==> src/hdl/ppdq_pkg.sv <==
// shared types and constants of the parity partitioned deque
package ppdq_pkg;

    localparam int DEF_CLASS_DEPTH = 16;
    localparam int DEF_VALUE_WIDTH = 32;

    localparam int DATA_W   = 32;   // popped value / pushed value field
    localparam int LEN_W    = 6;    // total length field
    localparam int S_TDATA_W = 40;  // opcode + value, padded to bytes
    localparam int M_TDATA_W = 40;  // popped value + status + length

    typedef enum logic [1:0] {
        OP_PUSH_FRONT = 2'd0,
        OP_PUSH_BACK  = 2'd1,
        OP_POP_FIRST  = 2'd2,
        OP_POP_LAST   = 2'd3
    } t_opcode;

    typedef enum logic [1:0] {
        ST_OK    = 2'd0,
        ST_EMPTY = 2'd1,
        ST_FULL  = 2'd2
    } t_status;

    typedef enum logic [1:0] {
        SRC_NONE = 2'd0,
        SRC_ODD  = 2'd1,
        SRC_EVEN = 2'd2
    } t_src;

    // one operation handed to a class ring
    typedef struct packed {
        logic push;
        logic pop;
        logic at_front;
    } t_ring_cmd;

endpackage

==> src/hdl/parity_partitioned_deque.sv <==
// top level of the parity partitioned deque: dispatch, two class rings, result pipeline
//
//  channel  | dir | beat fields (lowest bit first)
//  ---------+-----+---------------------------------------------------------
//  s_axis   | in  | tdata: opcode[1:0], value[33:2], zero pad[39:34]
//  m_axis   | out | tdata: popped_value[31:0], status[33:32], total_length[39:34]
//
//  one beat in and one beat out per cycle when neither side stalls
//  each result passes the read stage (ring update and store read), then the output register
//  ring pointers and counts move at the edge that accepts a beat, so the next
//  beat sees them at once
//  i_rst_n (synchronous) empties both rings; stores hold junk until written
//  a stalled output register holds the read stage, which then stalls s_axis
module parity_partitioned_deque #(
    parameter int CLASS_DEPTH = ppdq_pkg::DEF_CLASS_DEPTH,
    parameter int VALUE_WIDTH = ppdq_pkg::DEF_VALUE_WIDTH
) (
    input  logic                           i_clk,
    input  logic                           i_rst_n,
    input  logic                           s_axis_tvalid,
    output logic                           s_axis_tready,
    input  logic [ppdq_pkg::S_TDATA_W-1:0] s_axis_tdata,  // opcode, value, pad
    output logic                           m_axis_tvalid,
    input  logic                           m_axis_tready,
    output logic [ppdq_pkg::M_TDATA_W-1:0] m_axis_tdata   // popped_value, status, total_length
);
    import ppdq_pkg::*;

    localparam int CW  = $clog2(CLASS_DEPTH + 1);
    localparam int LW  = ((CW + 1) > LEN_W) ? (CW + 1) : LEN_W;
    localparam int MW  = (VALUE_WIDTH > DATA_W) ? VALUE_WIDTH : DATA_W;

    // input beat fields
    t_opcode                  in_op;
    logic [DATA_W-1:0]        in_value;
    logic [MW-1:0]            in_wide;
    logic [VALUE_WIDTH-1:0]   in_stored;
    logic                     in_odd;

    logic                     accept;
    logic                     s1_adv;

    t_ring_cmd                odd_cmd;
    t_ring_cmd                even_cmd;
    logic [CW-1:0]            odd_count;
    logic [CW-1:0]            even_count;
    logic [VALUE_WIDTH-1:0]   odd_rdata;
    logic [VALUE_WIDTH-1:0]   even_rdata;

    t_status                  c_status;
    t_src                     c_src;
    logic                     c_push_ok;
    logic                     c_pop_ok;
    logic [LW-1:0]            c_len;

    // read stage: store data arrives here, metadata waits beside it
    logic                     r_s1_valid;
    t_status                  r_s1_status;
    t_src                     r_s1_src;
    logic [LEN_W-1:0]         r_s1_len;

    // output register
    logic                     r_out_valid;
    logic [DATA_W-1:0]        r_out_value;
    t_status                  r_out_status;
    logic [LEN_W-1:0]         r_out_len;

    logic [MW-1:0]            pop_wide;
    logic [DATA_W-1:0]        pop_value;

    assign in_op     = t_opcode'(s_axis_tdata[1:0]);
    assign in_value  = s_axis_tdata[DATA_W+1:2];
    assign in_wide   = MW'(in_value);
    assign in_stored = in_wide[VALUE_WIDTH-1:0];
    // parity is bit zero, which also sorts negative values correctly
    assign in_odd    = in_value[0];

    assign s1_adv        = !r_out_valid || m_axis_tready;
    assign s_axis_tready = !r_s1_valid || s1_adv;
    assign accept        = s_axis_tvalid && s_axis_tready;

    // dispatch: pick the ring, refuse full pushes and empty pops
    always_comb begin
        odd_cmd   = '0;
        even_cmd  = '0;
        c_status  = ST_OK;
        c_src     = SRC_NONE;
        c_push_ok = 1'b0;
        c_pop_ok  = 1'b0;
        if (accept) begin
            case (in_op)
                OP_PUSH_FRONT, OP_PUSH_BACK: begin
                    if (in_odd) begin
                        if (odd_count == CW'(CLASS_DEPTH)) begin
                            c_status = ST_FULL;
                        end else begin
                            odd_cmd.push     = 1'b1;
                            odd_cmd.at_front = (in_op == OP_PUSH_FRONT);
                            c_push_ok        = 1'b1;
                        end
                    end else begin
                        if (even_count == CW'(CLASS_DEPTH)) begin
                            c_status = ST_FULL;
                        end else begin
                            even_cmd.push     = 1'b1;
                            even_cmd.at_front = (in_op == OP_PUSH_FRONT);
                            c_push_ok         = 1'b1;
                        end
                    end
                end
                OP_POP_FIRST: begin
                    // logical first: odd front, else even front
                    if (odd_count != '0) begin
                        odd_cmd.pop      = 1'b1;
                        odd_cmd.at_front = 1'b1;
                        c_src            = SRC_ODD;
                        c_pop_ok         = 1'b1;
                    end else if (even_count != '0) begin
                        even_cmd.pop      = 1'b1;
                        even_cmd.at_front = 1'b1;
                        c_src             = SRC_EVEN;
                        c_pop_ok          = 1'b1;
                    end else begin
                        c_status = ST_EMPTY;
                    end
                end
                OP_POP_LAST: begin
                    // logical last: even back, else odd back
                    if (even_count != '0) begin
                        even_cmd.pop = 1'b1;
                        c_src        = SRC_EVEN;
                        c_pop_ok     = 1'b1;
                    end else if (odd_count != '0) begin
                        odd_cmd.pop = 1'b1;
                        c_src       = SRC_ODD;
                        c_pop_ok    = 1'b1;
                    end else begin
                        c_status = ST_EMPTY;
                    end
                end
                default: begin
                    c_status = ST_OK;
                end
            endcase
        end
    end

    // length after this beat, wrapped to the field width
    assign c_len = LW'(odd_count) + LW'(even_count) + LW'(c_push_ok) - LW'(c_pop_ok);

    ppdq_ring #(
        .CLASS_DEPTH (CLASS_DEPTH),
        .VALUE_WIDTH (VALUE_WIDTH)
    ) u_odd_ring (
        .i_clk   (i_clk),
        .i_rst_n (i_rst_n),
        .i_cmd   (odd_cmd),
        .i_value (in_stored),
        .o_count (odd_count),
        .o_rdata (odd_rdata)
    );

    ppdq_ring #(
        .CLASS_DEPTH (CLASS_DEPTH),
        .VALUE_WIDTH (VALUE_WIDTH)
    ) u_even_ring (
        .i_clk   (i_clk),
        .i_rst_n (i_rst_n),
        .i_cmd   (even_cmd),
        .i_value (in_stored),
        .o_count (even_count),
        .o_rdata (even_rdata)
    );

    // popped value from the ring that was read, zero for everything else
    always_comb begin
        case (r_s1_src)
            SRC_ODD:  pop_wide = MW'(odd_rdata);
            SRC_EVEN: pop_wide = MW'(even_rdata);
            default:  pop_wide = '0;
        endcase
        pop_value = pop_wide[DATA_W-1:0];
    end

    always_ff @(posedge i_clk) begin
        if (!i_rst_n) begin
            r_s1_valid  <= 1'b0;
            r_out_valid <= 1'b0;
        end else begin
            if (accept) begin
                r_s1_valid <= 1'b1;
            end else if (s1_adv) begin
                r_s1_valid <= 1'b0;
            end
            if (s1_adv) begin
                r_out_valid <= r_s1_valid;
            end
        end
    end

    always_ff @(posedge i_clk) begin
        if (accept) begin
            r_s1_status <= c_status;
            r_s1_src    <= c_src;
            r_s1_len    <= c_len[LEN_W-1:0];
        end
        if (s1_adv && r_s1_valid) begin
            r_out_value  <= pop_value;
            r_out_status <= r_s1_status;
            r_out_len    <= r_s1_len;
        end
    end

    assign m_axis_tvalid = r_out_valid;
    assign m_axis_tdata  = {r_out_len, r_out_status, r_out_value};

    // at most one ring moves per beat
    a_one_ring: assert property (@(posedge i_clk) disable iff (!i_rst_n)
        !((odd_cmd.push || odd_cmd.pop) && (even_cmd.push || even_cmd.pop)))
        else $error("both rings commanded in one cycle");

    // rings only move on an accepted beat
    a_cmd_on_accept: assert property (@(posedge i_clk) disable iff (!i_rst_n)
        (odd_cmd.push || odd_cmd.pop || even_cmd.push || even_cmd.pop) |-> accept)
        else $error("ring command without accepted beat");

    // a stalled read stage keeps its beat
    a_s1_hold: assert property (@(posedge i_clk) disable iff (!i_rst_n)
        (r_s1_valid && !s1_adv) |=> r_s1_valid)
        else $error("read stage dropped a stalled beat");

    // counts never pass the class depth
    a_count_bound: assert property (@(posedge i_clk) disable iff (!i_rst_n)
        (odd_count <= CW'(CLASS_DEPTH)) && (even_count <= CW'(CLASS_DEPTH)))
        else $error("ring count beyond depth");

    // a pop read is never issued to an empty ring
    a_pop_nonempty: assert property (@(posedge i_clk) disable iff (!i_rst_n)
        (odd_cmd.pop |-> odd_count != '0) and (even_cmd.pop |-> even_count != '0))
        else $error("pop issued to empty ring");

endmodule

==> src/hdl/ppdq_ring.sv <==
// one bounded ring-buffer deque: store, head pointer and fill count
module ppdq_ring #(
    parameter int CLASS_DEPTH = ppdq_pkg::DEF_CLASS_DEPTH,
    parameter int VALUE_WIDTH = ppdq_pkg::DEF_VALUE_WIDTH,
    localparam int CW = $clog2(CLASS_DEPTH + 1)
) (
    input  logic                   i_clk,
    input  logic                   i_rst_n,
    input  ppdq_pkg::t_ring_cmd    i_cmd,
    input  logic [VALUE_WIDTH-1:0] i_value,
    output logic [CW-1:0]          o_count,
    output logic [VALUE_WIDTH-1:0] o_rdata
);
    import ppdq_pkg::*;

    localparam int AW = (CLASS_DEPTH > 1) ? $clog2(CLASS_DEPTH) : 1;
    localparam int SW = AW + 1;

    logic [VALUE_WIDTH-1:0] r_store [CLASS_DEPTH];
    logic [VALUE_WIDTH-1:0] r_rdata;
    logic [AW-1:0]          r_head;
    logic [CW-1:0]          r_count;
    logic [AW-1:0]          n_head;
    logic [CW-1:0]          n_count;

    logic [AW-1:0] head_dec;
    logic [AW-1:0] head_inc;
    logic [SW-1:0] back_sum;
    logic [AW-1:0] back_idx;
    logic [AW-1:0] waddr;
    logic [AW-1:0] raddr;

    // back slot: head + count on push, head + count - 1 on pop, below twice the depth
    always_comb begin
        head_dec = (r_head == '0) ? AW'(CLASS_DEPTH - 1) : r_head - AW'(1);
        head_inc = (r_head == AW'(CLASS_DEPTH - 1)) ? '0 : r_head + AW'(1);
        back_sum = SW'(r_head) + SW'(r_count) - SW'(i_cmd.pop);
        if (back_sum >= SW'(CLASS_DEPTH)) begin
            back_idx = AW'(back_sum - SW'(CLASS_DEPTH));
        end else begin
            back_idx = back_sum[AW-1:0];
        end
        waddr = i_cmd.at_front ? head_dec : back_idx;
        raddr = i_cmd.at_front ? r_head : back_idx;
    end

    always_comb begin
        n_head  = r_head;
        n_count = r_count;
        if (i_cmd.push) begin
            n_count = r_count + CW'(1);
            if (i_cmd.at_front) begin
                n_head = head_dec;
            end
        end else if (i_cmd.pop) begin
            n_count = r_count - CW'(1);
            if (i_cmd.at_front) begin
                n_head = head_inc;
            end
        end
    end

    always_ff @(posedge i_clk) begin
        if (!i_rst_n) begin
            r_head  <= '0;
            r_count <= '0;
        end else begin
            r_head  <= n_head;
            r_count <= n_count;
        end
    end

    // store: one write port, one registered read port
    always_ff @(posedge i_clk) begin
        if (i_cmd.push) begin
            r_store[waddr] <= i_value;
        end
        if (i_cmd.pop) begin
            r_rdata <= r_store[raddr];
        end
    end

    assign o_count = r_count;
    assign o_rdata = r_rdata;

endmodule
==> config.mk <==
export PLATFORM = sky130hd
export DESIGN_NAME = parity_partitioned_deque
export DESIGN_NICKNAME = d
export VERILOG_FILES = /design/src/hdl/ppdq_pkg.sv /design/src/hdl/parity_partitioned_deque.sv /design/src/hdl/ppdq_ring.sv
export SDC_FILE = /design/constraint.sdc
export NUM_CORES = 1
export LEC_CHECK = 0
export ABC_CLOCK_PERIOD_IN_PS = 15300
export BUFFER_PORTS_ARGS = -buffer_cell sky130_fd_sc_hd__buf_2
export CAP_MARGIN = 20
export CORE_MARGIN = 2
export CORE_UTILIZATION = 50
export CTS_CLUSTER_DIAMETER = 100
export DETAILED_ROUTE_END_ITERATION = 16
export PLACE_DENSITY = 0.76
export SLEW_MARGIN = 20
export SYNTH_ARGS = -nofsm -noshare
export SYNTH_HDL_FRONTEND = slang
export SYNTH_SLANG_ARGS = --single-unit
==> constraint.sdc <==
create_clock -name i_clk -period 15.3 [get_ports i_clk]
set_input_delay 3.825 -clock i_clk [delete_from_list [all_inputs] [get_ports i_clk]]
set_output_delay 3.825 -clock i_clk [all_outputs]
set_load 0.05 [all_outputs]
==> impl_results.md <==
- Outcome: completed
- PD cells: 196 mW/mm^2
- Hold slack final: 0.418 ns
- Max Freq: about 0.11 GHz
- Fillers: 7053
- Cell total after placement: 4369
- Mean Syn Cell Area: about 15 sq um
- Commonest non-fill, non-tap cell in the layout: edfxtp_1
- WP data required: 15.68 ns
- Cell row count: 113
- Via count: 29600
- #FFs+latches synth: between 1000 and 1500
- Peak supply drop: 266 uV
- Final ANT Viol Nets: 0
- Worst min path class: reg2reg
- First-pass DRT Iterations: 5
- Post-CTS Setup Inserts: 0
- DR iter-0 viols: 3917
- Most frequent cells in the layout: 1138 x edfxtp_1, 372 x o211ai_1, 268 x nand3_1, 150 x inv_1, 142 x o21ai_0
- Storage cell area: about 0.035 sq mm
- Crit-path max FO: 68
- CP delay by family, top: buffers and inverters
- Startpoint Class: input port
- CTS sink count: approximately 1200
- Critical path origin: m_axis_tready
- Worst slew margin: 23.4%
- Grt ovf: 0
- R2R Path End: u_even_ring.o_rdata[23]$_DFFE_PP_
- Hold Vio Cnt, Final: 0
- Worst Path Arrival: slightly above 9 ns
- Max Cap Viol: 0
- Max incr delay on CP: ~0.88 ns
- Unrepaired setup endpoints after global routing: false
- Worst-path clk slew: 0.06 ns
- Hold-fix buffers, CTS: 0
- # IOs: 86
- Fin cells: around 4600
- Min Tclk post-route: 8.72 ns
- Initial Utilization: between 50% and 60%
- Part of the cycle the worst path needs: 57.0%
- Reg2reg start: u_even_ring.o_count[0]$_SDFFE_PN0P_
- Vert. Die Dim: around 310 um
- Post-Syn Nets: 3286
- Core footprint: 0.0950 sq mm
- Ys async rst share: 0%
- Global-route wire length before repair: between 150000 and 200000 um
- Top Metal Used: met4
- Met2 wire len: approximately 56000 um
- CTS Buffer Depth: 3
- Cells on worst reg2reg path: 14
- Pwr Total: about 11 mW
- Setup TNS Final: 0 ns
- Area of the mapped netlist: 0.0480 sq mm
- CTS H-tree depth: 3
- Routed len/inst: 26.3 um
- Ys Warns: 0
- LEAKAGE: 17.9 nW
- Die Width: around 310 um
- Sequential area share after synthesis: between 70% and 80%
- P&R area growth vs syn: 12.2%
- Hold path cells: 0
- Ys flop type: edfxtp_1
- Number of I/O port buffers: slightly below 80
- Metal3 WL: around 12000 um
- Tot GR Track Use: 23.9%
- Final wirelength: between 100000 and 150000 um
- Kind of end point of the critical path: register
- PnR worst setup slack: between 6 and 7 ns
- Area of the multi-input gates: 0.0123 sq mm
- Cell variety after synth: 66
- Slew @ Worst Pin: 1.15 ns
- Critical-path cell list: buf_2 -> nand3b_1 -> nand2_1 -> nor4_2 -> ha_1 -> inv_1 -> ha_1 -> fa_1 -> o221a_4 -> nor2_4 -> buf_4 -> buf_4 -> mux2_2 -> o211ai_1 -> nand4_1
- Final Skew: 0.0280 ns
- Number of synthesized flops with an enable pin: roughly 1100
- Crit-path slowest cell: buf_4
- Max-slew violations: 0
- Dpl hpwl: 64400 um
- Pre-CTS setup slack: 5.73 ns
- CTS Buf Count: between 100 and 150
- Worst hold start: r_s1_len[2]$_DFFE_PP_
- Largest net degree at the start of global routing: 97
- Latest clock arrival within the worst-skew pair: between 0.6 and 0.7 ns
- Buf+Inv Stages, Crit Path: 4
- Metal1 wirelength: 48400 um
- DRC Markers: 0
- Total die area: 0.0985 sq mm
- Gpl congestion: roughly 0.84
- Vias in the first global route: between 20000 and 30000
- Final setup violation count: 0
- Final nets: about 3300
- WHS Endpoint: r_out_len[2]$_DFFE_PP_
- CTS tree: done
- Setup slack, reg-to-reg: 9.13 ns
- Initial antenna violation count: 2
- CTS root buf: clkbuf_16
- # resized after CTS: 0
- Post-Syn Instances: 3201
- Setup CP Type: in2reg
- Avg Vias per Cell: 6.45
- Layout cells sized above 1: 14.4%
[power by group]
part | switching [mW] | internal, mW
logic | 2.63 | 1.21
clock network | 1.20 | 1.61
registers | 0.0805 | 3.83
total | 3.91 | 6.66
[logic make-up after synthesis]
| kind of cell | share of synthesized area [%] |
|---|---|
| DFF | 72.0 |
| AOI/OAI and AO/OA | 13.1 |
| and+or+nand+nor | 5.49 |
| buffers and inverters | 3.31 |
| muxes | 4.52 |
| adders and majority gates | 1.16 |
| xor gates and xnor gates | 0.456 |
[registers in the layout (all words and copies together), names as in the netlist]
register / cells
u_even_ring.r_store: 512
u_even_ring.r_head: 4
u_even_ring.o_rdata: 32
r_out_status: 2
u_odd_ring.r_store: 512
r_s1_len: 6
m_axis_tvalid: 1
u_odd_ring.r_head: 4
u_odd_ring.o_count: 5
r_out_value: 32
u_odd_ring.o_rdata: 32
r_s1_valid: 1
r_out_len: 6
u_even_ring.o_count: 5
r_s1_src: 2
r_s1_status: 2
[cell type report]
type,count,area share (%)
antenna,2,0.00929
inverter,153,1.07
clock inverter,72,1.47
timing repair buffer,156,1.96
tap,1265,2.94
multi-input combinational,1641,22.8
clock buffer,141,5.54
sequential,1158,64.2
[metrics by stage]
| stage | utilization [%] | instance area (sq um) |
|---|---|---|
| 3_5_place_dp | 52.6 | 50000 |
| 5_1_grt | 56.7 | 53900 |
| 6_report | 56.7 | 53900 |
| 3_3_place_gp | 52.6 | 50000 |
| 4_1_cts | 56.6 | 53700 |
| 2_1_floorplan | - | 48000 |
[layer usage]
| metal | vias to the layer above | global-route usage, % |
|---|---|---|
| met5 | - | 0 |
| met4 | 0 | 8.90 |
| met3 | 221 | 3.67 |
| met2 | 1703 | 37.7 |
| met1 | 14900 | 33.9 |
| li1 | 12700 | - |
[worst max-delay path by stage]
stage | endpoint | cells past startpoint
2_1_floorplan | u_even_ring.r_store[13][0]$_DFFE_PP_ | 13
3_3_place_gp | u_odd_ring.o_rdata[5]$_DFFE_PP_ | 13
3_5_place_dp | u_odd_ring.o_rdata[6]$_DFFE_PP_ | 13
4_1_cts | u_odd_ring.o_rdata[20]$_DFFE_PP_ | 13
5_1_grt | u_even_ring.o_rdata[1]$_DFFE_PP_ | 15
6_report | u_even_ring.o_rdata[23]$_DFFE_PP_ | 15
[Yosys cell counts (3+ instances only)]
cell type / count / area, sq um
ha_1: 35 / 438
inv_1: 150 / 563
o211ai_1: 372 / 2790
xor2_1: 5 / 43.8
a21boi_0: 5 / 37.5
a21o_1: 33 / 248
edfxtp_1: 1138 / 34200
a22oi_1: 34 / 255
fa_1: 6 / 120
o221ai_1: 21 / 184
nand3_1: 268 / 1340
mux2i_1: 19 / 190
o22ai_1: 4 / 25.0
a211o_1: 21 / 184
nor3_1: 4 / 20.0
nor2_1: 87 / 327
o211ai_2: 7 / 87.6
a21oi_1: 43 / 215
a2111o_1: 12 / 135
o21ai_0: 142 / 711
buf_1: 17 / 63.8
nand4_1: 54 / 338
o21ai_1: 6 / 30.0
xnor2_1: 20 / 175
clkbuf_1: 190 / 713
o21bai_1: 3 / 22.5
mux2_2: 84 / 946
a221oi_1: 20 / 175
nand2_1: 51 / 191
nor2b_1: 4 / 25.0
buf_2: 33 / 165
dfxtp_1: 20 / 400
o2111ai_1: 21 / 184
mux2_1: 92 / 1040
a211oi_1: 45 / 338
a31oi_1: 4 / 25.0
buf_4: 8 / 60.1
o211a_1: 37 / 370
o21a_1: 6 / 45.0
and2_1: 46 / 288
(Power assumes the default switching activity.)
